`config.mk`:
```
export PLATFORM = sky130hd
export DESIGN_NAME = cnms_queue
export DESIGN_NICKNAME = d
export VERILOG_FILES = /design/src/hdl/cnms_pkg.sv /design/src/hdl/cnms_queue.sv
export SDC_FILE = /design/constraint.sdc
export NUM_CORES = 1
export LEC_CHECK = 0
export BUFFER_PORTS_ARGS = -buffer_cell sky130_fd_sc_hd__buf_2
export CORE_UTILIZATION = 61
export CTS_CLUSTER_DIAMETER = 40
export DETAILED_ROUTE_END_ITERATION = 10
export GPL_ROUTABILITY_DRIVEN = 0
export PLACE_DENSITY = 0.84
export SKIP_LAST_GASP = 1
export SLEW_MARGIN = 20
export SYNTH_ARGS = -nofsm -noshare
export SYNTH_HDL_FRONTEND = slang
export SYNTH_SLANG_ARGS = --single-unit
```
`constraint.sdc`:
```
create_clock -name clk -period 9.9 [get_ports clk]
set_input_delay 0.99 -clock clk [delete_from_list [all_inputs] [get_ports clk]]
set_output_delay 0.99 -clock clk [all_outputs]
set_load 0.01 [all_outputs]
```
`src/hdl/cnms_pkg.sv`:
```
// Shared types, constants and helper functions for the Canny non-maximum
// suppression block. No dependencies; every other file in hdl/ uses this.
package cnms_pkg;

  // Field and port widths fixed by the stream format
  localparam int MAG_W       = 20;
  localparam int GRAD_W      = 16;
  localparam int GRADS_W     = 2 * GRAD_W;
  localparam int WEIGHT_W    = GRAD_W + 1;
  localparam int ROW_W       = 16;
  localparam int ROWCNT_W    = ROW_W + 1;
  localparam int COLCFG_W    = 11;
  localparam int CFG_IDX_W   = 2;
  localparam int CFG_DATA_W  = 16;
  localparam int IN_TDATA_W  = 56;
  localparam int OUT_TDATA_W = 24;

  // Bit positions of the input fields inside in_tdata
  localparam int IN_MAG_LSB  = 0;
  localparam int IN_GV_LSB   = MAG_W;
  localparam int IN_GH_LSB   = MAG_W + GRAD_W;

  // Arithmetic widths of the blend and compare path
  localparam int PROD_W      = MAG_W + WEIGHT_W;
  localparam int SUM_W       = PROD_W + 1;

  // Queue between front and back
  localparam int QUEUE_DEPTH = 4;
  localparam int PTR_W       = $clog2(QUEUE_DEPTH);
  localparam int LEVEL_W     = $clog2(QUEUE_DEPTH + 1);

  // Parameter defaults
  localparam int DEF_MAX_COLUMNS    = 1024;
  localparam int DEF_MAGNITUDE_BITS = 20;

  // Register limits and reset values
  localparam int COLS_MIN   = 3;
  localparam int COLS_RESET = 1024;
  localparam int ROWS_MIN   = 3;
  localparam int ROWS_MAX   = 65535;
  localparam int ROWS_RESET = 1024;

  // Register indexes on the configuration port
  localparam logic [CFG_IDX_W-1:0] CFG_IDX_COLUMNS = 2'd0;
  localparam logic [CFG_IDX_W-1:0] CFG_IDX_ROWS    = 2'd1;

  // Item kinds carried on in_tuser
  localparam logic ACT_PIXEL = 1'b0;
  localparam logic ACT_FLUSH = 1'b1;

  // One classified pixel: centre, chosen neighbours and blend weights
  typedef struct packed {
    logic                border;
    logic                last;
    logic [MAG_W-1:0]    centre;
    logic [MAG_W-1:0]    near_n;
    logic [MAG_W-1:0]    near_d;
    logic [MAG_W-1:0]    far_n;
    logic [MAG_W-1:0]    far_d;
    logic [WEIGHT_W-1:0] w_big;
    logic [WEIGHT_W-1:0] w_small;
  } work_t;

  // Front to queue
  typedef struct packed {
    logic  push;
    work_t item;
  } push_t;

  // Queue status seen by front and back
  typedef struct packed {
    logic               empty;
    logic [LEVEL_W-1:0] level;
  } q_status_t;

  // Absolute value of a signed gradient, one bit wider so that the most
  // negative code stays exact.
  function automatic logic [WEIGHT_W-1:0] abs_grad(input logic [GRAD_W-1:0] g);
    logic [WEIGHT_W-1:0] ext;
    ext = {g[GRAD_W-1], g};
    return g[GRAD_W-1] ? (WEIGHT_W'(0) - ext) : ext;
  endfunction

  // True when a signed gradient is strictly positive
  function automatic logic grad_pos(input logic [GRAD_W-1:0] g);
    return !g[GRAD_W-1] && (g != '0);
  endfunction

endpackage

```
`src/hdl/cnms_queue.sv`:
```
// Short register queue of classified pixels between front and back.
// Depends on cnms_pkg for the item type and depth.
module cnms_queue (
  input  logic                clk,
  input  logic                rst_n,
  input  cnms_pkg::push_t     push,
  input  logic                pop,
  output cnms_pkg::work_t     head,
  output cnms_pkg::q_status_t q_status
);

  cnms_pkg::work_t                 mem_r [cnms_pkg::QUEUE_DEPTH];
  logic [cnms_pkg::PTR_W-1:0]      wr_ptr_r, rd_ptr_r;
  logic [cnms_pkg::LEVEL_W-1:0]    level_r, level_nxt;

  // Fill level follows the two transfers
  always_comb begin
    case ({push.push, pop})
      2'b10:   level_nxt = level_r + cnms_pkg::LEVEL_W'(1);
      2'b01:   level_nxt = level_r - cnms_pkg::LEVEL_W'(1);
      default: level_nxt = level_r;
    endcase
  end

  always_ff @(posedge clk) begin
    if (!rst_n) begin
      wr_ptr_r <= '0;
      rd_ptr_r <= '0;
      level_r  <= '0;
    end else begin
      level_r <= level_nxt;
      if (push.push) begin
        wr_ptr_r <= wr_ptr_r + cnms_pkg::PTR_W'(1);
      end
      if (pop) begin
        rd_ptr_r <= rd_ptr_r + cnms_pkg::PTR_W'(1);
      end
    end
  end

  // Entry storage
  always_ff @(posedge clk) begin
    if (push.push) begin
      mem_r[wr_ptr_r] <= push.item;
    end
  end

  assign head           = mem_r[rd_ptr_r];
  assign q_status.level = level_r;
  assign q_status.empty = (level_r == '0);

endmodule

```
# --- Word-level counts from Yosys, hierarchy flattened ---
# Memories as Yosys holds them, arrays and structs flattened. A register that Yosys moved wholly into a read port is not among the register bits.
# Index checks and enable logic that the tools add are counted.
word_totals:
  inputBits: 140
  mem_bits_rw: 544
  n_memories: 1
  ff_bits: 7
memory_table:
  columns: ["memory", "words", "word_bits", "read_ports", "rd_clocked_by_memory_dff", "write_ports", "line", "text"]
  rows:
  - ["mem_r", 4, 136, 1, 1, 1, "cnms_queue.sv:12", "cnms_pkg::work_t mem_r [cnms_pkg::QUEUE_DEPTH];"]
op_classes:
  n_mux: 5
  addsub: 4
  n_reduce_logical: 2
  n_eq_ne: 2
op_table:
  columns: ["operator", "count"]
  rows:
  - ["$pmux 3 s2", 1]
  - ["$add 2x1->2 const B", 2]
  - ["$mux 2", 2]
  - ["$add 3x1->3 const B", 1]
  - ["$logic_not 3->1", 1]
  - ["$sub 3x1->3 const B", 1]
  - ["$eq 2x1->1 const B", 1]
  - ["$eq 2x2->1 const B", 1]
  - ["$mux 1", 2]
  - ["$reduce_bool 2->1", 1]

# --- Longest topological paths before layout ---
logic_depth:
  depth_word: 3
  mapped_depth: 7
  depth_no_buf: 7

# --- Worst setup path after synthesis ---
# No wires, ideal clock.
synth_path:
  path_kind: "input port to flip-flop"
  from: "in push[136] (netlist bit)"
  to: "mem mem_r[0][0] (netlist bit) (enable)"
  path_slack_ps: 5288
  t_arrival_ps: 4101
  t_required_ps: 9389
  n_path_buf: 0
  setup_ps: 511
  stages: 1
  cell_sequence: "and2_1"
synth_via:
  elab_chain_len: 2
synth_lines:
  columns: ["element", "line", "text"]
  rows:
  - ["start: declaration", "cnms_queue.sv:6", "input cnms_pkg::push_t push,"]
  - ["$mux 1", "cnms_queue.sv:43", "if (push.push) begin"]
  - ["$mux 1 (implied by the code)", "cnms_queue.sv:44", "mem_r[wr_ptr_r] <= push.item;"]
  - ["end: declaration", "cnms_queue.sv:12", null]
# Every way passes these cells.

==> run summary <==
outcome - complete, no violations
drt pass-1 iters - 5
final clock period utilization by the worst path - 0.408
worst slack, placed - 6.32 ns
path class of the lowest-slack min-delay path - reg -> reg
DR iter-0 viols - 711
core region area - 32000 um^2
TritonCTS clock tree - done
final-layout setup total negative slack - 0 ns
buffer cell driving the clock tree root - clkbuf_16
Avg Vias per Cell - 5.85
leakage power total - 0.00803 uW
fraction of post-synthesis cell area in the top cell type by area - 0.816
total wire length after detailed routing - 39100 um
post-synth top area cell - edfxtp_1
half-perimeter wire length after detailed placement - 21400 um
required time of the critical path - 8.91 ns
Max-Slew Margin vs Limit - 0.298
# port buffers - 279
RSZ-0062 raised after global routing - false
Peak Freq - 0.248 GHz
Antenna Nets Post-Route - 0
per-cell routed wire length - 25.2 um
count of placed standard cells including taps - 1449
biggest area contributors in the synthesized netlist - edfxtp_1, mux4_2, dfxtp_1, buf_2, buf_6
start point of the worst hold path - level_r[2]
number of nets in the layout - 1219
chain of cells forming the critical path - buf_12 > mux4_2 > buf_2
setup slack of the critical path after layout - 5.86 ns
Worst Skew - 0.0179 ns
final routed DRC violation total - 0
count of final max-slew check failures - 0
Clk pin slew, worst setup/hold paths - 0.06 ns
Synth Warn # - 0
CTS H-tree lvls - 2
cts bufs inserted - 57
total clock sinks - 553
total of hold buffers inserted after clock tree synthesis - 0
area growth from synthesis to layout - 18.9%
global router's overall resource usage - 0.236
syn nets - 901
fraction of final layout cells sized beyond drive strength 1 - 0.466
number of violations of the max-capacitance limit - 0
number of hold violations in the final report - 0
highest-delay cell along the critical path - dfxtp_4
syn_area_per_cell - 26.5 um^2
final-layout fill cell count - 1684
Die Outline Area - 33600 um^2
Primary FF master, synth - edfxtp_1
wire length of the first global-routing pass - 58000 um
remaining global-route overflow - 0
CP max FO - 92
type of the worst setup path - reg -> out
worst reg-to-reg setup slack - 7.08 ns
Post-CTS Setup Inserts - 0
final critical delay including setup and external delays - 4.04 ns
final total power - 5360 uW
num ports - 280
cell with the most instances after synthesis - edfxtp_1
setup violation total in the final timing report - 0
transition time of the tightest slew-check pin - 1.05 ns
most frequent cells after synthesis - edfxtp_1, mux4_2, buf_2, and2_1, dfxtp_1
count of state elements after synthesis - 553
cell area power density - 225 nW/um^2
Worst setup SP type - flip-flop
clock latency on the worst-skew pair - 0.57 ns
initial antenna violation count - 5
vias after detailed routing - 9101
post-synthesis sequential area ratio - 0.825
die width - 183 um
die outline height - 183 um
filler-free cell count of the finished design - 1555
largest net degree at the start of global routing - 93
vias in the first global route - 9794
maximum cell stage delay along the critical path - 0.93 ns
worst path arrival time - 3.05 ns
maximum resistive drop on vdd - 0.216 mV
gate count of the mapped netlist - 755
proportion of register bits with asynchronous set or reset after synthesis - 0
maximum buffer depth of the clock tree - 3
count of flip-flops with a built-in enable after synthesis - 544
fin util - 0.745
post-synthesis cell area - 20000 um^2
initial core utilization - 0.627
number of distinct standard cells referenced by the synthesized netlist - 20
nature of the critical path endpoint - output pin
count of standard-cell rows - 65
number of gates given a new drive strength after cts - 0
Reg-to-Reg Start - wr_ptr_r[0]
sequential cells by signal, summed over array words and instances (netlist names), named ones only:
| name | count |
|---|---|
| level_r | 3 |
| mem_r | 544 |
| rd_ptr_r | 2 |
| wr_ptr_r | 2 |
logic make-up (layout without fill, tap and decap cells):
group / count (synthesis) / in the layout / share of synthesized area
multiplexers: 137 / 137 / 0.153
other: 0 / 1 / 0
XOR/XNOR: 5 / 5 / 0.00219
AND/OR/NAND/NOR: 15 / 15 / 0.00437
flip-flops: 553 / 553 / 0.825
AO/OA/AOI/OAI: 3 / 3 / 0.000875
adder cells (fa/ha/maj): 6 / 6 / 0.00412
buffers and inverters: 36 / 400 / 0.0103
stage by stage:
stage | hold WS, ns | area (um^2)
detailed placement | 0.505 | 21900
global route | 0.565 | 23800
global placement | 0.491 | 21900
floorplan | 0.521 | 20000
CTS | 0.516 | 23800
finish | 0.516 | 23800
worst max-delay path, delay by kind of cell (launching register included):
kind / cells / cell delay [ns]
flip-flops: 1 / 0.93
buffers and inverters: 2 / 0.80
multiplexers: 1 / 0.62
path summary, 6_finish.rpt:
| check | to | depth (start not counted) |
|---|---|---|
| min reg2reg | level_r[2] | 2 |
| min | level_r[2] | 2 |
| max reg2reg | mem_r[3][109] | 3 |
| max | head[103] | 3 |
where the power goes:
group | total [uW] | switching [uW] | internal (uW)
Clock | 2150 | 864 | 1280
Combinational | 473 | 259 | 214
Sequential | 2730 | 41.9 | 2690
Total | 5360 | 1160 | 4190
layout make-up:
class	instances	area, um^2	share of cell area
flip-flops and latches	553	16500	0.694
clock buffers	66	1480	0.0622
clock inverters	39	442	0.0185
inverters	6	22.5	0.000946
well taps	435	544	0.0229
repair buffers	289	1480	0.0623
multi-input cells	166	3310	0.139
diodes	1	2.50	0.000105
cells in the final DEF (no fill, tap or decap), drive strengths merged, types with 2 or more instances in the layout:
cell type  instances
nand2              2
buf              289
o21ai              2
clkinv            22
dfxtp              9
clkbuf            66
xnor2              2
ha                 5
inv               10
edfxtp           544
and2              10
xor2               3
bufinv             8
mux4             136
clkinvlp           5
routing by layer:
metal / track usage / vias to the layer above / part of all wire / wire length [um]
met4: 0.0603 / 8 / 0.022 / 854
li1: - / 3911 / - / -
met5: 0 / - / 0.0013 / 52
met2: 0.405 / 396 / 0.52 / 20300
met1: 0.299 / 4713 / 0.37 / 14500
met3: 0.0697 / 73 / 0.086 / 3380
No activity file was read; power rests on OpenSTA's default activity.
