**src/hdl/cnms_pkg.sv**
```systemverilog
// Shared types, constants and helper functions for the Canny non-maximum
// suppression block. No dependencies; every other file in hdl/ uses this.
package cnms_pkg;

  // Field and port widths fixed by the stream format
  localparam int MAG_W       = 20;
  localparam int GRAD_W      = 16;
  localparam int GRADS_W     = 2 * GRAD_W;
  localparam int WEIGHT_W    = GRAD_W + 1;
  localparam int ROW_W       = 16;
  localparam int ROWCNT_W    = ROW_W + 1;
  localparam int COLCFG_W    = 11;
  localparam int CFG_IDX_W   = 2;
  localparam int CFG_DATA_W  = 16;
  localparam int IN_TDATA_W  = 56;
  localparam int OUT_TDATA_W = 24;

  // Bit positions of the input fields inside in_tdata
  localparam int IN_MAG_LSB  = 0;
  localparam int IN_GV_LSB   = MAG_W;
  localparam int IN_GH_LSB   = MAG_W + GRAD_W;

  // Arithmetic widths of the blend and compare path
  localparam int PROD_W      = MAG_W + WEIGHT_W;
  localparam int SUM_W       = PROD_W + 1;

  // Queue between front and back
  localparam int QUEUE_DEPTH = 4;
  localparam int PTR_W       = $clog2(QUEUE_DEPTH);
  localparam int LEVEL_W     = $clog2(QUEUE_DEPTH + 1);

  // Parameter defaults
  localparam int DEF_MAX_COLUMNS    = 1024;
  localparam int DEF_MAGNITUDE_BITS = 20;

  // Register limits and reset values
  localparam int COLS_MIN   = 3;
  localparam int COLS_RESET = 1024;
  localparam int ROWS_MIN   = 3;
  localparam int ROWS_MAX   = 65535;
  localparam int ROWS_RESET = 1024;

  // Register indexes on the configuration port
  localparam logic [CFG_IDX_W-1:0] CFG_IDX_COLUMNS = 2'd0;
  localparam logic [CFG_IDX_W-1:0] CFG_IDX_ROWS    = 2'd1;

  // Item kinds carried on in_tuser
  localparam logic ACT_PIXEL = 1'b0;
  localparam logic ACT_FLUSH = 1'b1;

  // One classified pixel: centre, chosen neighbours and blend weights
  typedef struct packed {
    logic                border;
    logic                last;
    logic [MAG_W-1:0]    centre;
    logic [MAG_W-1:0]    near_n;
    logic [MAG_W-1:0]    near_d;
    logic [MAG_W-1:0]    far_n;
    logic [MAG_W-1:0]    far_d;
    logic [WEIGHT_W-1:0] w_big;
    logic [WEIGHT_W-1:0] w_small;
  } work_t;

  // Front to queue
  typedef struct packed {
    logic  push;
    work_t item;
  } push_t;

  // Queue status seen by front and back
  typedef struct packed {
    logic               empty;
    logic [LEVEL_W-1:0] level;
  } q_status_t;

  // Absolute value of a signed gradient, one bit wider so that the most
  // negative code stays exact.
  function automatic logic [WEIGHT_W-1:0] abs_grad(input logic [GRAD_W-1:0] g);
    logic [WEIGHT_W-1:0] ext;
    ext = {g[GRAD_W-1], g};
    return g[GRAD_W-1] ? (WEIGHT_W'(0) - ext) : ext;
  endfunction

  // True when a signed gradient is strictly positive
  function automatic logic grad_pos(input logic [GRAD_W-1:0] g);
    return !g[GRAD_W-1] && (g != '0);
  endfunction

endpackage

```
**src/hdl/cnms_back.sv**
```systemverilog
// Back part: weighted blends, centre scaling, suppression compare and the
// output register. Depends on cnms_pkg; takes items from cnms_queue.
module cnms_back (
  input  logic                               clk,
  input  logic                               rst_n,
  input  cnms_pkg::work_t                    head,
  input  cnms_pkg::q_status_t                q_status,
  output logic                               pop,
  output logic                               out_tvalid,
  input  logic                               out_tready,
  output logic [cnms_pkg::OUT_TDATA_W-1:0]   out_tdata,
  output logic                               out_tuser,
  output logic                               out_tlast
);

  localparam int PW = cnms_pkg::PROD_W;
  localparam int SW = cnms_pkg::SUM_W;

  logic                       adv;
  logic                       b1_v_r;
  logic [PW-1:0]              p_near_n_r, p_near_d_r, p_far_n_r, p_far_d_r, p_centre_r;
  logic                       b1_border_r, b1_last_r;
  logic [cnms_pkg::MAG_W-1:0] b1_centre_r;
  logic                       out_v_r;
  logic [cnms_pkg::MAG_W-1:0] out_mag_r;
  logic                       out_kept_r, out_last_r;

  logic [cnms_pkg::WEIGHT_W-1:0] w_diff;
  logic [SW-1:0]                 near_sum, far_sum, centre_sc;
  logic                          kept;

  // The pipe moves whenever the output register is free or being emptied
  assign adv    = !out_v_r || out_tready;
  assign pop    = adv && !q_status.empty;
  assign w_diff = head.w_big - head.w_small;

  always_ff @(posedge clk) begin
    if (!rst_n) begin
      b1_v_r  <= 1'b0;
      out_v_r <= 1'b0;
    end else if (adv) begin
      b1_v_r  <= pop;
      out_v_r <= b1_v_r;
    end
  end

  // Products of neighbours and weights
  always_ff @(posedge clk) begin
    if (adv) begin
      p_near_n_r  <= PW'(w_diff) * PW'(head.near_n);
      p_near_d_r  <= PW'(head.w_small) * PW'(head.near_d);
      p_far_n_r   <= PW'(w_diff) * PW'(head.far_n);
      p_far_d_r   <= PW'(head.w_small) * PW'(head.far_d);
      p_centre_r  <= PW'(head.w_big) * PW'(head.centre);
      b1_border_r <= head.border;
      b1_last_r   <= head.last;
      b1_centre_r <= head.centre;
    end
  end

  // Keep the centre if it lies on the border, or if it beats the far blend and meets the near blend
  always_comb begin
    near_sum  = SW'(p_near_n_r) + SW'(p_near_d_r);
    far_sum   = SW'(p_far_n_r) + SW'(p_far_d_r);
    centre_sc = SW'(p_centre_r);
    kept      = b1_border_r || ((centre_sc > far_sum) && (centre_sc >= near_sum));
  end

  always_ff @(posedge clk) begin
    if (adv) begin
      out_mag_r  <= kept ? b1_centre_r : '0;
      out_kept_r <= kept;
      out_last_r <= b1_last_r;
    end
  end

  assign out_tvalid = out_v_r;
  assign out_tdata  = cnms_pkg::OUT_TDATA_W'(out_mag_r);
  assign out_tuser  = out_kept_r;
  assign out_tlast  = out_last_r;

endmodule

```
**config.mk**
```make
export PLATFORM = sky130hd
export DESIGN_NAME = cnms_back
export DESIGN_NICKNAME = d
export VERILOG_FILES = /design/src/hdl/cnms_pkg.sv /design/src/hdl/cnms_back.sv
export SDC_FILE = /design/constraint.sdc
export NUM_CORES = 2
export LEC_CHECK = 0
export ABC_CLOCK_PERIOD_IN_PS = 9600
export BUFFER_PORTS_ARGS = -buffer_cell sky130_fd_sc_hd__buf_2
export CORE_AREA = 5 5 357 359
export DETAILED_ROUTE_END_ITERATION = 10
export DIE_AREA = 0 0 362 364
export PLACE_DENSITY = 0.85
export SLEW_MARGIN = 20
export SYNTH_ARGS = -nofsm -noshare
export SYNTH_HDL_FRONTEND = slang
export SYNTH_SLANG_ARGS = --single-unit
```
**constraint.sdc**
```tcl
create_clock -name clk -period 9.6 [get_ports clk]
set_input_delay 0.96 -clock clk [delete_from_list [all_inputs] [get_ports clk]]
set_output_delay 0.96 -clock clk [all_outputs]
set_load 0.01 [all_outputs]
```
# ---- Word-level counts from Yosys, hierarchy flattened
# Index checks and enable logic that the tools add are counted.
dict set report word_totals {
  ff_bits 231
  in_bits 143
  output_inout_bits 28
  word_cells 29
}
dict set report classes {
  n_addsub 3
  multipliers 5
  order_cmp 2
  reduce_logical 6
}
# op n
set ops {}
lappend ops {{17-bit by 20-bit multiplier with 37-bit output} 5}
lappend ops {{37-bit by 37-bit adder with 38-bit output} 2}
lappend ops {{37-bit by 38-bit greater-or-equal comparator with 1-bit output} 1}
lappend ops {{37-bit by 38-bit > comparator with 1-bit output} 1}
lappend ops {{17-bit subtractor} 1}
lappend ops {{1-bit logical AND} 2}
lappend ops {{1-bit zero test} 2}
lappend ops {{1-bit logical OR} 2}

# ---- Longest topological paths before layout
dict set report depth {
  depth_word 4
  depth_mapped 38
  depth_no_buf 36
}

# ---- Least setup slack after synthesis
# Ideal clock, no wire load.
dict set report synth_timing {
  path_kind {input -> register}
  from {in head[2] in the netlist's numbering}
  to {reg p_near_n_r[36], data pin}
  setup_time_ps 260
  t_arrival_ps 8767
  required_time_ps 9340
  slack_ps 573
  path_stages 36
  path_buffers 2
  cell_sequence {clkbuf_1 -> inv_1 -> ha_1 -> nor2b_1 -> o21ai_0 -> a21boi_0 -> o21ai_1 -> a21oi_1 -> or2_2 -> a21o_1 -> a21oi_1 -> xnor2_1 -> clkbuf_1 -> nand2_1 -> fa_1 -> inv_1 -> fa_1 -> inv_1 -> fa_1 -> inv_1 -> fa_1 -> fa_1 -> inv_1 -> fa_1 -> inv_1 -> ha_1 -> a21oi_1 -> o21bai_1 -> a21o_1 -> a21oi_1 -> nor4b_1 -> nor2_1 -> a2111oi_0 -> o31ai_1 -> a21oi_1 -> xnor2_1}
}
dict set report synth_between {
  elab_chain_len 2
}
# element line_no
set synth_rtl {}
lappend synth_rtl {{start, declared} cnms_back.sv:6} ;# input cnms_pkg::work_t head,
lappend synth_rtl {{17-bit subtractor} cnms_back.sv:35} ;# assign w_diff = head.w_big - head.w_small;
lappend synth_rtl {{17-bit by 20-bit multiplier with 37-bit output} cnms_back.sv:50} ;# p_near_n_r <= PW'(w_diff) * PW'(head.near_n);
lappend synth_rtl {{end signal, assigned} cnms_back.sv:50}
lappend synth_rtl {{end, declared} cnms_back.sv:21} ;# logic [PW-1:0] p_near_n_r, p_near_d_r, p_far_n_r, p_far_d_r, p_centre_r;
# Every way passes these cells.
# A chain may end at the register's enable or synchronous reset.

# ---- Worst setup path after layout
dict set report layout_timing {
  from {in head[0] in the netlist's numbering}
  to {reg p_near_n_r[36], data pin}
}
# Same word-level chain as after synthesis.

==> reports/results.txt <==
Global routing used 47.07% of the available met2 tracks. The tools report the beginning of the worst register-to-register path as p_near_n_r[1]. The tools report the number of levels in the clock H-tree as 1.

In the global route stage, met1 resource usage came out at 31.69%. The longest clock path from root to sink contains 3 buffers. The logs give 4055 for the number of DRC markers in iteration 0 and 9127 for the non-filler instance count after layout. In this run the worst path has a maximum fanout of 23.

Measured in cells, the most critical reg-to-reg path has a length of 18. Startpoint of the worst hold path: b1_last_r. For this run, design rule violations remaining after detail routing come to 0. Compared with the post-synthesis result, the final layout area differs by 5.335%. The data arrival time at the worst-slack endpoint was 9.46 ns. In the synthesized netlist the dominant register cell turns out to be sky130_fd_sc_hd__edfxtp_1. Clock tree synthesis inserted a total of 26 buffers. The synthesis warning total came out at 0. TritonCTS built the clock tree. The first TritonRoute pass finished after 6 iterations. The tools report the via total after detailed routing as 52090.

The number of global-route vias before repair was 56990; the fraction of post-synthesis cell area in the top cell type by area was 39.88%. By area the synthesized netlist is led by sky130_fd_sc_hd__fa_1, sky130_fd_sc_hd__ha_1, sky130_fd_sc_hd__edfxtp_1. The logs give 0.62 ns for the insertion delay to the later sink of the worst-skew pair and 15 for the number of antenna violations at the first check in global routing. The worst hold path belongs to the class flop to flop. The cell with the largest stage delay on the worst path was sky130_fd_sc_hd__fa_1. The flow ran to the end, and the final reports show no timing, DRC or antenna violations. The max-slew violation count is 0, and the remaining max-slew budget at the tightest pin is 29.90%. Total of flip-flops plus latches after synthesis: 231.

Worst reg2reg path endpoint: out_mag_r[12]. For the worst setup path, the data required time is 9.90 ns. The congestion estimate from routability-driven global placement came to 0.9695. Post-synthesis area per instance: 9.048 sq um. The run gives 171 as the boundary pin count.

For the pin with the worst max-slew slack, the measured transition is 1.046 ns. The run gives 0 as the final hold violation count. The run gives 10.22% as the fraction of the yosys area taken by sequential cells.

The first global-routing pass estimated 286.0 mm of wire. The worst register-to-register path has a setup slack of 3.31 ns. The setup path with the least slack is of type input pin to flop. In this run the clock root is driven by a sky130_fd_sc_hd__clkbuf_16. The met3 routing resource usage after global routing was 4.910%; the horizontal extent of the die was 362 um. The run gives 75 as the post-synthesis cell type count.

Max-cap violations in this run came to 0. In the routed layout, each cell is associated on average with a via count of 5.707. The run gives 129 as the number of standard-cell rows in the floorplan. The final layout contains 9675 nets.

The number of nets with antenna violations after routing was 0. Clock-pin slew was measured on the worst setup and hold paths at 0.06 ns. The worst setup path is launched from an input pin. The number of buffer cells added on primary ports was 163. Setup violations remaining at the end of the flow were counted as 0. STA classifies the critical path endpoint as a flop.

The sum of overflow across all layers after global routing was 0; the number of flops mapped to enable cells by yosys was 229. The clock net in this run drives a total of 231 sinks. After global routing, the most crowded layer is met2. The tools report the top achievable clock speed as 109.2 MHz.

Async set or reset register ratio after synthesis: 0%. The biggest area contributor in the post-synthesis netlist is sky130_fd_sc_hd__fa_1. The largest single stage delay on the critical path is 0.55 ns. The routed design could run at a clock period as short as 9.161 ns.

After legalization and detailed placement, the total HPWL measured 141.7 mm. The core footprint was 123500 sq um; the worst setup slack after layout was 0.4389 ns. The cell count after synthesis was 7478. The routed wire length was 176.1 mm; the die area was 131800 sq um. For hold timing, the worst endpoint is out_tlast. The height of the chip is 364 um. The clock skew after layout is 0.06183 ns. Pin count of the biggest net entering global routing: 82. Counting instances, the worst hold path has a depth of 0. The number of setup buffers added after CTS is 0. The logs give 0 for the post-cts hold buffer count and 67660 sq um for the area of the mapped netlist.

The number of placed instances, taps included, is 9074. Counting the fill cells in the layout gives 10020. After detailed routing, the average wire length per cell comes to 19.29 um. Once the floorplan was initialized, standard cells occupied 54.80% of the core. The run gives 53450 sq um as the multi-input logic area.

Setup repair after global routing left no endpoint under its margin. The run gives 6917 sq um as the sequential cell area in the final layout. After layout, the worst path uses 95.43% of the clock period. The run gives -0.2216 ns as the worst slack at placement.

Global routing used 27.06% of the available tracks across all layers. Once the clock tree was built, the resizer swapped 0 gates to a different size. The cell that appears most often on the critical path is sky130_fd_sc_hd__fa_1. The ratio of cells with drive above 1 in the final layout works out to 4.596%.
[cell families (layout without fill, tap and decap cells)]
group	after synthesis	in the layout	synth area share, %
DFF	231	231	10.22
muxes	3	3	0.04623
adders and majority gates	2067	2067	53.18
other	1	10	0.005542
and+or+nand+nor	2251	2251	15.74
AOI/OAI and AO/OA	728	728	6.997
buffers and inverters	1981	1984	11.01
xor gates and xnor gates	216	216	2.796
[registers in the layout, summed over array words and instances (netlist names)]
register and cells:
p_far_d_r 37, p_near_d_r 37, p_near_n_r 37, out_tvalid 1, out_mag_r 20, out_tlast 1
b1_last_r 1, b1_v_r 1, b1_border_r 1, p_centre_r 37, out_tuser 1, b1_centre_r 20
p_far_n_r 37
[final cells by class]
class / count / area share [%]
clock inverter: 15 / 0.2054
sequential: 231 / 9.705
multi-input combinational: 5269 / 75.00
clock buffer: 32 / 0.9585
inverter: 1673 / 8.822
antenna: 6 / 0.02107
timing repair buffer: 264 / 2.419
tap: 1637 / 2.874
[cell usage after synthesis (33+ instances only)]
cell type and count:
sky130_fd_sc_hd__edfxtp_1 229, sky130_fd_sc_hd__a21oi_1 217, sky130_fd_sc_hd__nor2_1 146, sky130_fd_sc_hd__nand3_1 43
sky130_fd_sc_hd__clkbuf_1 304, sky130_fd_sc_hd__nor2b_1 41, sky130_fd_sc_hd__xnor2_1 146, sky130_fd_sc_hd__nand4_1 41
sky130_fd_sc_hd__nand2_1 1203, sky130_fd_sc_hd__inv_1 1673, sky130_fd_sc_hd__nand2b_1 98, sky130_fd_sc_hd__a21o_1 148
sky130_fd_sc_hd__nor3_1 38, sky130_fd_sc_hd__ha_1 719, sky130_fd_sc_hd__and2_1 571, sky130_fd_sc_hd__xor2_1 70
sky130_fd_sc_hd__o21bai_1 33, sky130_fd_sc_hd__o21ai_0 112, sky130_fd_sc_hd__fa_1 1348
[worst max-delay path: cells and delay by family]
kind | cells | cell delay, ns
AOI/OAI and AO/OA | 12 | 2.73
xor gates and xnor gates | 1 | 0.11
adders and majority gates | 9 | 3.81
buffers and inverters | 5 | 0.75
and+or+nand+nor | 7 | 1.07
[worst max path at each step]
stage | start | end | slack [ns] | cells after the start
CTS | head[1] | p_near_n_r[36] | 0.33 | 38
global placement | head[1] | p_near_n_r[35] | -0.04 | 34
finish | head[0] | p_near_n_r[36] | 0.44 | 34
global route | head[0] | p_near_n_r[36] | 0.01 | 37
floorplan | head[2] | p_near_n_r[36] | 0.57 | 36
detailed placement | head[1] | p_near_n_r[36] | -0.22 | 38
[routing by layer]
metal  vias up  wire [um]
met5         -         59
met2      2657      86330
li1      22690          -
met4         8      12100
met1     25970      61310
met3       766      16280
[metrics by stage]
stage	instance area (sq um)	hold WS [ns]	util, %	setup TNS [ns]
after floorplan	67670	0.4003	-	0
after global placement	70420	0.4027	57.03	-0.04069
after detailed placement	70420	0.4200	57.03	-0.9128
after CTS	71240	0.4350	57.70	0
after global routing	71270	0.4450	57.72	0
final	71270	0.4304	57.72	0
[layout by cell type (no fill, tap or decap), types with 8 or more instances in the layout]
cell type,count
sky130_fd_sc_hd__o211ai_1,19
sky130_fd_sc_hd__inv_1,1672
sky130_fd_sc_hd__edfxtp_1,229
sky130_fd_sc_hd__and3_1,15
sky130_fd_sc_hd__a21o_1,148
sky130_fd_sc_hd__o21ai_0,112
sky130_fd_sc_hd__or2_2,12
sky130_fd_sc_hd__ha_1,719
sky130_fd_sc_hd__o21a_1,27
sky130_fd_sc_hd__and2_1,571
sky130_fd_sc_hd__and4_1,8
sky130_fd_sc_hd__a21oi_1,217
sky130_fd_sc_hd__nor2b_1,41
sky130_fd_sc_hd__nand4_1,41
sky130_fd_sc_hd__a21boi_0,10
sky130_fd_sc_hd__nor2_1,144
sky130_fd_sc_hd__xor2_1,66
sky130_fd_sc_hd__fa_1,1348
sky130_fd_sc_hd__nand2b_1,98
sky130_fd_sc_hd__o21ai_1,18
sky130_fd_sc_hd__buf_2,163
sky130_fd_sc_hd__buf_4,89
sky130_fd_sc_hd__a2111oi_0,8
sky130_fd_sc_hd__o21bai_1,33
sky130_fd_sc_hd__nand2_1,1203
sky130_fd_sc_hd__a211oi_1,21
sky130_fd_sc_hd__or3_1,14
sky130_fd_sc_hd__buf_12,12
sky130_fd_sc_hd__o31ai_1,12
sky130_fd_sc_hd__clkbuf_16,26
sky130_fd_sc_hd__xnor2_1,139
sky130_fd_sc_hd__nor3_1,38
sky130_fd_sc_hd__nor4_1,11
sky130_fd_sc_hd__nand3_1,43
sky130_fd_sc_hd__a31oi_1,19
Power is left out: the tool's default activity adds up to more than one toggle a clock period on the data nets, which glitch-free logic cannot reach.
